[config.mk]
export PLATFORM = sky130hd
export DESIGN_NAME = input_edge_debounce_long_press
export DESIGN_NICKNAME = d
export VERILOG_FILES = /design/src/hw/rtl/iedb_pkg.sv /design/src/hw/rtl/iedb_lane.sv /design/src/hw/rtl/iedb_button.sv /design/src/hw/rtl/input_edge_debounce_long_press.sv
export SDC_FILE = /design/constraint.sdc
export NUM_CORES = 1
export LEC_CHECK = 0
export BUFFER_PORTS_ARGS = -buffer_cell sky130_fd_sc_hd__buf_2
export CAP_MARGIN = 20
export CORE_UTILIZATION = 59
export DETAILED_ROUTE_END_ITERATION = 8
export PLACE_DENSITY = 0.81
export SLEW_MARGIN = 20
export SYNTH_ARGS = -nofsm -noshare
export SYNTH_HDL_FRONTEND = slang
export SYNTH_SLANG_ARGS = --single-unit
[constraint.sdc]
create_clock -name clk -period 9.4 [get_ports clk]
set_input_delay 0.47 -clock clk [delete_from_list [all_inputs] [get_ports clk]]
set_output_delay 0.47 -clock clk [all_outputs]
set_load 0.1 [all_outputs]
[src/hw/rtl/iedb_pkg.sv]
package iedb_pkg;

  localparam int NUM_INPUTS_DEFAULT = 8;
  localparam int MAX_LANES = 8;
  localparam int TIME_W = 32;
  localparam int DEBOUNCE_W = 16;
  localparam int LONG_PRESS_W = 20;

  localparam logic [DEBOUNCE_W-1:0] DEBOUNCE_RESET = 16'd50;
  localparam logic [LONG_PRESS_W-1:0] LONG_PRESS_RESET = 20'd3000;

  localparam logic [1:0] CMD_SAMPLE = 2'd0;
  localparam logic [1:0] CMD_TICK = 2'd1;
  localparam logic [1:0] CMD_PRELOAD = 2'd2;
  localparam logic [1:0] CMD_NOP = 2'd3;

  localparam logic REG_DEBOUNCE = 1'b0;
  localparam logic REG_LONG_PRESS = 1'b1;

  // Decoded command, shared by every lane and the button timer.
  typedef struct packed {
    logic sample;
    logic tick;
    logic preload;
  } op_t;

endpackage

[src/hw/rtl/iedb_lane.sv]
module iedb_lane
  import iedb_pkg::*;
(
  input  logic                  clk,
  input  logic                  rst,
  input  logic                  advance,
  input  op_t                   op,
  input  logic                  level,
  input  logic [TIME_W-1:0]     time_now,
  input  logic [TIME_W-1:0]     time_upd,
  input  logic [DEBOUNCE_W-1:0] debounce_ticks,
  output logic                  stored_next,
  output logic                  open_next,
  output logic                  latched_next
);

  logic              stored;
  logic              open;
  logic              latched;
  logic [TIME_W-1:0] stamp;
  logic [TIME_W-1:0] stamp_next;
  logic [TIME_W-1:0] elapsed;
  logic              open_cmd;

  always_comb begin
    stored_next = stored;
    open_cmd    = open;
    latched_next = latched;
    stamp_next  = stamp;
    if (op.sample && (level != stored)) begin
      stored_next = level;
      if (open) begin
        open_cmd = 1'b0;
      end else begin
        open_cmd     = 1'b1;
        stamp_next   = time_now;
        latched_next = ~level;
      end
    end else if (op.preload) begin
      stored_next  = level;
      latched_next = ~level;
      open_cmd     = 1'b0;
    end
    // Windows close once they have been open for the full debounce time.
    elapsed   = time_upd - stamp_next;
    open_next = open_cmd && (elapsed < {{(TIME_W-DEBOUNCE_W){1'b0}}, debounce_ticks});
  end

  always_ff @(posedge clk) begin
    if (rst) begin
      stored  <= 1'b0;
      open    <= 1'b0;
      latched <= 1'b0;
    end else if (advance) begin
      stored  <= stored_next;
      open    <= open_next;
      latched <= latched_next;
    end
  end

  always_ff @(posedge clk) begin
    if (advance) begin
      stamp <= stamp_next;
    end
  end

endmodule

[src/hw/rtl/iedb_button.sv]
module iedb_button
  import iedb_pkg::*;
(
  input  logic                    clk,
  input  logic                    rst,
  input  logic                    advance,
  input  op_t                     op,
  input  logic                    level,
  input  logic [TIME_W-1:0]       time_upd,
  input  logic [LONG_PRESS_W-1:0] long_press_ticks,
  output logic                    held_next,
  output logic                    long_press
);

  logic              button;
  logic              button_next;
  logic              timing;
  logic [TIME_W-1:0] stamp;
  logic [TIME_W-1:0] stamp_next;
  logic [TIME_W-1:0] elapsed;
  logic              reached;

  always_comb begin
    button_next = button;
    held_next   = timing;
    stamp_next  = stamp;
    long_press  = 1'b0;
    // A fresh press has zero elapsed time; otherwise measure from the stored stamp.
    elapsed = time_upd - stamp;
    if (op.sample && (level != button) && !level) begin
      elapsed = '0;
    end
    reached = (elapsed >= {{(TIME_W-LONG_PRESS_W){1'b0}}, long_press_ticks});
    if (op.sample && (level != button)) begin
      button_next = level;
      if (level) begin
        if (timing) begin
          held_next  = 1'b0;
          long_press = reached;
        end
      end else begin
        stamp_next = time_upd;
        held_next  = 1'b1;
      end
    end else if (op.preload) begin
      button_next = level;
      held_next   = 1'b0;
    end
    if (held_next && reached) begin
      held_next  = 1'b0;
      long_press = 1'b1;
    end
  end

  always_ff @(posedge clk) begin
    if (rst) begin
      button <= 1'b1;
      timing <= 1'b0;
    end else if (advance) begin
      button <= button_next;
      timing <= held_next;
    end
  end

  always_ff @(posedge clk) begin
    if (advance) begin
      stamp <= stamp_next;
    end
  end

endmodule

[src/hw/rtl/input_edge_debounce_long_press.sv]
// A word accepted at s_* goes through the input register, then the result register, before
// it is presented on m_*. Throughput: one word per cycle unless m_* stalls, which holds
// it in the input register; the result register frees up in the cycle it is taken.
// Reset (rst, synchronous, active high) clears levels, windows, latched copy, time and
// button timing, sets the button to released and restores the default thresholds.
module input_edge_debounce_long_press
  import iedb_pkg::*;
#(
  parameter int NUM_INPUTS = NUM_INPUTS_DEFAULT
) (
  input  logic        clk,
  input  logic        rst,
  input  logic        s_tvalid,
  output logic        s_tready,
  input  logic [15:0] s_tdata,   // [7:0] sampled_levels, [8] button_level, rest zero
  input  logic [1:0]  s_tuser,   // [1:0] command
  output logic        m_tvalid,
  input  logic        m_tready,
  output logic [31:0] m_tdata,   // [7:0] current_levels, [15:8] latched_active_low,
                                 // [23:16] window_open_mask, [24] button_held,
                                 // [25] long_press, rest zero
  input  logic        cfg_valid,
  output logic        cfg_ready,
  input  logic        cfg_index,
  input  logic [31:0] cfg_data
);

  localparam int LANES = (NUM_INPUTS < MAX_LANES) ? NUM_INPUTS : MAX_LANES;

  logic                    in_valid;
  logic [1:0]              in_cmd;
  logic [MAX_LANES-1:0]    in_levels;
  logic                    in_button;
  logic                    advance;
  op_t                     op;
  logic [TIME_W-1:0]       time_now;
  logic [TIME_W-1:0]       time_upd;
  logic [DEBOUNCE_W-1:0]   debounce_ticks;
  logic [LONG_PRESS_W-1:0] long_press_ticks;
  logic [MAX_LANES-1:0]    levels_next;
  logic [MAX_LANES-1:0]    open_next;
  logic [MAX_LANES-1:0]    latched_next;
  logic                    held_next;
  logic                    long_press;

  assign advance   = in_valid && (!m_tvalid || m_tready);
  assign s_tready  = !in_valid || advance;
  assign cfg_ready = 1'b1;

  always_ff @(posedge clk) begin
    if (rst) begin
      in_valid <= 1'b0;
    end else if (s_tready) begin
      in_valid <= s_tvalid;
    end
  end

  always_ff @(posedge clk) begin
    if (s_tready && s_tvalid) begin
      in_cmd    <= s_tuser;
      in_levels <= s_tdata[7:0];
      in_button <= s_tdata[8];
    end
  end

  always_ff @(posedge clk) begin
    if (rst) begin
      debounce_ticks   <= DEBOUNCE_RESET;
      long_press_ticks <= LONG_PRESS_RESET;
    end else if (cfg_valid) begin
      case (cfg_index)
        REG_DEBOUNCE:   debounce_ticks   <= cfg_data[DEBOUNCE_W-1:0];
        REG_LONG_PRESS: long_press_ticks <= cfg_data[LONG_PRESS_W-1:0];
        default: ;
      endcase
    end
  end

  always_comb begin
    op = '0;
    case (in_cmd)
      CMD_SAMPLE:  op.sample  = 1'b1;
      CMD_TICK:    op.tick    = 1'b1;
      CMD_PRELOAD: op.preload = 1'b1;
      CMD_NOP:     op = '0;
      default:     op = '0;
    endcase
  end

  assign time_upd = op.tick ? (time_now + 32'd1) : time_now;

  always_ff @(posedge clk) begin
    if (rst) begin
      time_now <= '0;
    end else if (advance) begin
      time_now <= time_upd;
    end
  end

  for (genvar i = 0; i < MAX_LANES; i++) begin : g_lane
    if (i < LANES) begin : g_used
      iedb_lane u_lane (
        .clk            (clk),
        .rst            (rst),
        .advance        (advance),
        .op             (op),
        .level          (in_levels[i]),
        .time_now       (time_now),
        .time_upd       (time_upd),
        .debounce_ticks (debounce_ticks),
        .stored_next    (levels_next[i]),
        .open_next      (open_next[i]),
        .latched_next   (latched_next[i])
      );
    end else begin : g_unused
      // Inputs beyond the configured count read as zero everywhere.
      assign levels_next[i]  = 1'b0;
      assign open_next[i]    = 1'b0;
      assign latched_next[i] = 1'b0;
    end
  end

  iedb_button u_button (
    .clk              (clk),
    .rst              (rst),
    .advance          (advance),
    .op               (op),
    .level            (in_button),
    .time_upd         (time_upd),
    .long_press_ticks (long_press_ticks),
    .held_next        (held_next),
    .long_press       (long_press)
  );

  always_ff @(posedge clk) begin
    if (rst) begin
      m_tvalid <= 1'b0;
    end else if (advance) begin
      m_tvalid <= 1'b1;
    end else if (m_tready) begin
      m_tvalid <= 1'b0;
    end
  end

  always_ff @(posedge clk) begin
    if (advance) begin
      m_tdata <= {6'd0, long_press, held_next, open_next, latched_next, levels_next};
    end
  end

endmodule

==> Word level (Yosys, flattened, before mapping) <==
Cells that the tools add are included.
{ "totals": {"reg_bits": 421, "output_inout_bits": 35, "word_cells": 214} }
{ "classes": {"add_sub_neg": 10, "magnitude_cmp": 9, "n_eq_ne": 11, "mux": 96, "bitwise": 10, "n_reduce_logical": 33} }
{ "ops": {"columns": ["op", "count"], "rows": [
  ["$mux W32", 18],
  ["$sub A32 B32 Y32", 9],
  ["$lt A32 B16 Y1", 8],
  ["$mux W1", 78],
  ["$add A32 B1 Y32 const B", 1],
  ["$ge A32 B20 Y1", 1],
  ["$logic_and A1 B1 Y1", 21],
  ["$not A1 Y1", 10],
  ["$ne A1 B1 Y1", 9],
  ["$reduce_and A2 Y1", 3],
  ["$reduce_bool A2 Y1", 2],
  ["$logic_not A1 Y1", 3],
  ["$reduce_and A3 Y1", 1],
  ["$eq A2 B1 Y1 const B", 1],
  ["$eq A2 B2 Y1 const B", 1],
  ["$logic_not A2 Y1", 1],
  ["$logic_or A1 B1 Y1", 2]
]} }

==> Depth between registers and ports, before layout <==
{ "depth": {"ltp_word": 9, "ltp_mapped": 28} }

==> Hierarchy <==
A second synthesis with hierarchy kept.
{ "hier_totals": {"cells_unflattened": 5370, "hier_area_um2": 44591.5} }
{ "by_module_without_submodules": {"columns": ["module", "n_inst", "cells_per_inst", "area_per_inst_um2", "seq_area_each_um2"], "rows": [
  ["iedb_lane (g_lane[2].g_used.u_lane ...)", 4, 555, 4500.6, 1021.0],
  ["iedb_lane (g_lane[7].g_used.u_lane)", 1, 560, 4657.0, 1021.0],
  ["iedb_lane (g_lane[1].g_used.u_lane)", 1, 579, 4626.9, 1021.0],
  ["input_edge_debounce_long_press", 1, 478, 4626.9, 2512.4],
  ["iedb_lane (g_lane[6].g_used.u_lane)", 1, 561, 4553.1, 1021.0],
  ["iedb_lane (g_lane[0].g_used.u_lane)", 1, 538, 4476.8, 1021.0],
  ["iedb_button", 1, 434, 3648.5, 1001.0]
]} }

==> Least setup slack after synthesis <==
No wires, ideal clock.
{ "synth_path": {"kind": "reg-to-reg", "from": "register m_tvalid", "to": "register time_now[1]", "t_arrival_ns": 9.500, "t_required_ns": 8.875, "path_slack_ns": -0.625, "stages_incl_launch_ff": 7, "n_path_buf": 2, "period_less_slack_ns": 10.025, "cell_sequence": "dfxtp_1 -> nor2b_1 -> nand2b_1 -> inv_1 -> clkbuf_1 -> buf_1 -> a211oi_1"} }
{ "synth_between": {"elab_chain_cells": 3} }
{ "synth_rtl": {"columns": ["item", "line_no", "text"], "rows": [
  ["start, declared", "input_edge_debounce_long_press.sv:17", "output logic m_tvalid,"],
  ["start signal, assigned", "input_edge_debounce_long_press.sv:137", "m_tvalid <= 1'b0;"],
  ["start signal, assigned", "input_edge_debounce_long_press.sv:139", "m_tvalid <= 1'b1;"],
  ["start signal, assigned", "input_edge_debounce_long_press.sv:141", "m_tvalid <= 1'b0;"],
  ["$logic_not A1 Y1", "input_edge_debounce_long_press.sv:46", "assign advance = in_valid && (!m_tvalid || m_tready);"],
  ["$logic_or A1 B1 Y1", "input_edge_debounce_long_press.sv:46", null],
  ["$logic_and A1 B1 Y1", "input_edge_debounce_long_press.sv:46", null],
  ["named net advance", "input_edge_debounce_long_press.sv:34", "logic advance;"],
  ["end signal, assigned", "input_edge_debounce_long_press.sv:96", "time_now <= time_upd;"],
  ["end, declared", "input_edge_debounce_long_press.sv:36", "logic [TIME_W-1:0] time_now;"]
]} }
The timed path passes the listed nets, and every way through them passes these cells.
A chain may end at the register's enable or synchronous reset.

==> Worst setup path after layout <==
{ "layout_path": {"from": "register in_cmd[1]", "to": "register g_lane[5].g_used.u_lane.open"} }
{ "layout_between": {"elab_chain_cells": 7} }
{ "layout_rtl": {"columns": ["item", "line_no", "text"], "rows": [
  ["start, declared", "input_edge_debounce_long_press.sv:31", "logic [1:0] in_cmd;"],
  ["start signal, assigned", "input_edge_debounce_long_press.sv:60", "in_cmd <= s_tuser;"],
  ["$logic_not A2 Y1", "input_edge_debounce_long_press.sv:81", "case (in_cmd)"],
  ["$mux W1", "input_edge_debounce_long_press.sv:81", null],
  ["$logic_and A1 B1 Y1", "iedb_lane.sv:30", "if (op.sample && (level != stored)) begin"],
  ["$mux W32", "iedb_lane.sv:30", null],
  ["named net g_lane[5].g_used.u_lane.stamp_next[1]", "iedb_lane.sv:21", "logic [TIME_W-1:0] stamp_next;"],
  ["$sub A32 B32 Y32", "iedb_lane.sv:45", "elapsed = time_upd - stamp_next;"],
  ["$lt A32 B16 Y1", "iedb_lane.sv:46", "open_next = open_cmd && (elapsed < {{(TIME_W-DEBOUNCE_W){1'b0}}, debounce_ticks});"],
  ["$logic_and A1 B1 Y1", "iedb_lane.sv:46", null],
  ["end signal, assigned", "iedb_lane.sv:56", "open <= open_next;"],
  ["end, declared", "iedb_lane.sv:18", "logic open;"]
]} }
The timed path passes the listed nets, and every way through them passes these cells.

==> flow_summary.yaml <==
sta:
  tns_ns: 0
  timing_worst_slew_pin_value_ns: 1.17
  fin_skew_ns: 0.0113
  timing_hold_violations_final: 0
  slew_viol_final: 0
  finalCritPeriodShare_pct: 83.9
  relSlewSlack_pct: 22.0
  rsz0062_at_grt: "no"
  max_freq_ghz: 0.127
  setup_viol: 0
  finalCriticalPeriod_ns: 7.88
worst_hold_path:
  min_path_cells: 1
  hold_end: "in_levels[4]$_DFFE_PP_"
  hold_class: "input pin to flip-flop"
  min_from: "s_tdata[4]"
floorplanning:
  core_area_um2: 66000
  die_y_um: 261
  fp.dieArea_um2: 67900
  placementRows: 94
  die_x_um: 261
  initial_utilization_pct: 59.8
  io_pins: 91
final_layout:
  final_cell_area_um2: 42600
  fin_cells: 5454
  drive_gt1_share_pct: 12.0
  num_antenna_cells: 0
  fill_cells: 5606
  final_nets: 5033
  areaGrowthSynthToFinish_pct: 7.80
power_and_ir_drop:
  seqPwrFrac_pct: 41.3
  power_switching_share_pct: 29.1
  peakVddDrop_uv: 124
  p_per_area_nw_per_um2: 121
  intPower_uw: 3640
  power.net_switching_uw: 1490
  p_clk_share_pct: 39.0
  comb_power_share_pct: 19.8
  power_leakage_uw: 0.0182
setup_path:
  crit_family: "simple AND/OR/NAND/NOR gates"
  cp-startpoint: "in_cmd[1]$_DFFE_PP_"
  r2r_slack_ns: 1.52
  reg2reg_to: "g_lane[5].g_used.u_lane.open$_SDFFE_PP0P_"
  reg2reg_from: "in_cmd[1]$_DFFE_PP_"
  crit_required_ns: 9.94
  crit_buf_inv: 1
  critical_path.slowest_cell: "nor3_4"
  criticalPathCategory: "flip-flop to flip-flop"
  setup.worst_path.start_class: "flip-flop"
  arrival_ns: 8.43
  reg2regPathDepth: 23
  slowest_delay_ns: 0.76
  cp-end-kind: "flip-flop"
  path_cells: "or2_1, nor3_4, mux2_2, inv_1, ha_1, nor2b_1, o2111ai_1, a21oi_1, nor3_1, o21ai_0, a21o_1, a21oi_1, xnor2_1, ha_1, nand4_1, nor3_1, a221o_1, nor4_1, o221ai_1, or4_1, or4_1, or4b_1, o21ai_1"
  path_max_fanout: 13
synth:
  yosysWarnings: 0
  async_flop_share_pct: 0
  synth_top_area_share_pct: 24.7
  synth_area_um2: 39500
  synth_top_flop_cell: "edfxtp_1"
  synth_seq_area_share_pct: 29.6
  ys_top_cells_by_area: "edfxtp_1 (25%), ha_1 (13%), mux2_2 (7.6%)"
  ys_ff_latch: 421
  synth.avg_cell_area_um2: 8.72
  synth_top_cell_by_area: "edfxtp_1"
  synth-edff-count: 325
  ys_types: 94
  syn-instance-count: 4525
detailed_routing:
  wl_met1_um: 50700
  viasPerCell: 6.49
  vias: 35400
  first_iter_violations: 3288
  route.met3.wl_um: 10300
  detail-route-antenna-nets: 0
  wl_per_cell_um: 23.1
  wl_met2_um: 56600
  drc: 4
  top_layer_used: "met4"
  drt_first_pass_iters: 9
  postRouteWirelength_um: 126000
placed_design:
  portBuffers: 64
  dpl_cell_area_um2: 40900
  dp_cells: 5360
  gp_congestion: 0.997
  dpl.hpwl_um: 93900
clocking:
  path_clk_slew_ns: 0.06
  cts_tree: "yes"
  post_cts_buffers: 0
  cts-resized-gates: 0
  root_buffer: "clkbuf_16"
  cts_buffers: 50
  cts.sinks: 421
  postCtsHoldBufs: 0
  clockBufferDepth: 3
  h-tree-depth: 2
  clkLatencyLatePin_ns: 0.61
global_route:
  grtUsageTotal_pct: 36.7
  grt_max_degree: 73
  grt_pass1_wl_um: 191000
  overflow: 0
  grt_pass1_vias: 33700
  antenna_found_initial: 5
status:
  status: "complete, but fails checks"
  violations: "design-rule violations"
job:
  maxCapViolations: 0
==> flip-flops by register name (all words and copies together) (netlist names), 2 cells and up <==
signal,flops
g_lane.g_used.u_lane.latched,8
in_levels,8
m_tdata,26
long_press_ticks,20
debounce_ticks,16
time_now,32
g_lane.g_used.u_lane.open,8
in_cmd,2
g_lane.g_used.u_lane.stored,8
u_button.stamp,32
g_lane.g_used.u_lane.stamp,256
==> synthesized netlist by cell type (23+ instances only) <==
| library cell | number |
|---|---|
| a2111oi_0 | 29 |
| a211oi_1 | 61 |
| a21o_1 | 110 |
| a21oi_1 | 395 |
| a31oi_1 | 34 |
| and2_1 | 30 |
| and3_1 | 43 |
| clkbuf_1 | 172 |
| dfxtp_1 | 96 |
| edfxtp_1 | 325 |
| ha_1 | 420 |
| inv_1 | 395 |
| mux2_2 | 268 |
| mux2i_1 | 32 |
| nand2_1 | 379 |
| nand2b_1 | 52 |
| nand3_1 | 95 |
| nand3b_1 | 23 |
| nand4_1 | 69 |
| nor2_1 | 311 |
| nor2b_1 | 39 |
| nor3_1 | 70 |
| nor4_1 | 27 |
| o2111ai_1 | 25 |
| o211ai_1 | 52 |
| o21a_1 | 67 |
| o21ai_0 | 241 |
| o21bai_1 | 37 |
| or3_1 | 39 |
| xnor2_1 | 141 |
| xor2_1 | 103 |
==> worst max-delay path by stage <==
stage | to | slack [ns] | cells past startpoint
3_3_place_gp | g_lane[5].g_used.u_lane.open$_SDFFE_PP0P_ | 1.74 | 23
5_1_grt | g_lane[5].g_used.u_lane.open$_SDFFE_PP0P_ | 1.30 | 23
3_5_place_dp | g_lane[5].g_used.u_lane.open$_SDFFE_PP0P_ | 1.70 | 23
2_1_floorplan | time_now[1]$_SDFFE_PP0P_ | 0.20 | 6
4_1_cts | g_lane[5].g_used.u_lane.open$_SDFFE_PP0P_ | 1.68 | 23
6_report | g_lane[5].g_used.u_lane.open$_SDFFE_PP0P_ | 1.52 | 23
==> metal layers <==
layer  global-route usage (%)  vias up
met1                     46.3    16800
li1                         -    16800
met4                     21.5        0
met3                     5.36      378
met5                        0        -
met2                     59.7     1434
==> cells in the final DEF, fill, tap and decap left out, drive strengths merged, types with 20 or more instances in the layout <==
cell and count:
a2111oi 29, a211oi 61, a21o 110, a21oi 395, a31oi 34, and2 31, and3 43, buf 150
clkbuf 63, clkinv 26, dfxtp 96, edfxtp 325, ha 420, inv 396, mux2 269, mux2i 32
nand2 380, nand2b 52, nand3 95, nand3b 23, nand4 70, nor2 313, nor2b 39, nor3 76
nor4 27, o2111ai 25, o211ai 52, o21a 67, o21ai 245, o21bai 37, o31ai 20, or3 39
xnor2 141, xor2 103
==> power groups by stage <==
stage               clock [uW]  combinational [uW]  sequential [uW]
floorplan                    0                 719             2210
global placement             0                 974             2150
detailed placement           0                 994             2160
CTS                       2010                1000             2120
global route              2080                1120             2120
finish                    2000                1020             2120
==> per-stage QoR <==
stage	hold slack, ns	setup slack, ns	utilization [%]	power (uW)
2_1_floorplan	0.436	0.203	-	2930
3_3_place_gp	0.442	1.74	62.0	3130
3_5_place_dp	0.447	1.70	62.0	3150
4_1_cts	0.00946	1.68	64.5	5130
5_1_grt	0.0146	1.30	64.5	5320
6_report	0.0343	1.52	64.5	5130
==> cell families (layout without fill, tap and decap cells) <==
logic type | Yosys count | after routing | synth area share, %
multiplexers | 301 | 301 | 8.50
XOR/XNOR | 249 | 249 | 5.70
adder cells (fa/ha/maj) | 429 | 429 | 13.8
other | 2 | 7 | 0.0190
AO/OA/AOI/OAI | 1265 | 1265 | 20.8
AND/OR/NAND/NOR | 1278 | 1278 | 16.1
buffers and inverters | 580 | 640 | 5.59
flip-flops | 421 | 421 | 29.6
==> layout make-up <==
type | count | area [um^2] | area share, %
Clock buffer | 63 | 1410 | 3.30
Clock inverter | 31 | 265 | 0.623
Inverter | 396 | 1490 | 3.51
Multi-Input combinational cell | 3529 | 25700 | 60.3
Sequential cell | 421 | 11700 | 27.5
Tap cell | 864 | 1080 | 2.54
Timing Repair Buffer | 150 | 968 | 2.28
Power figures use the tool's default switching activity.
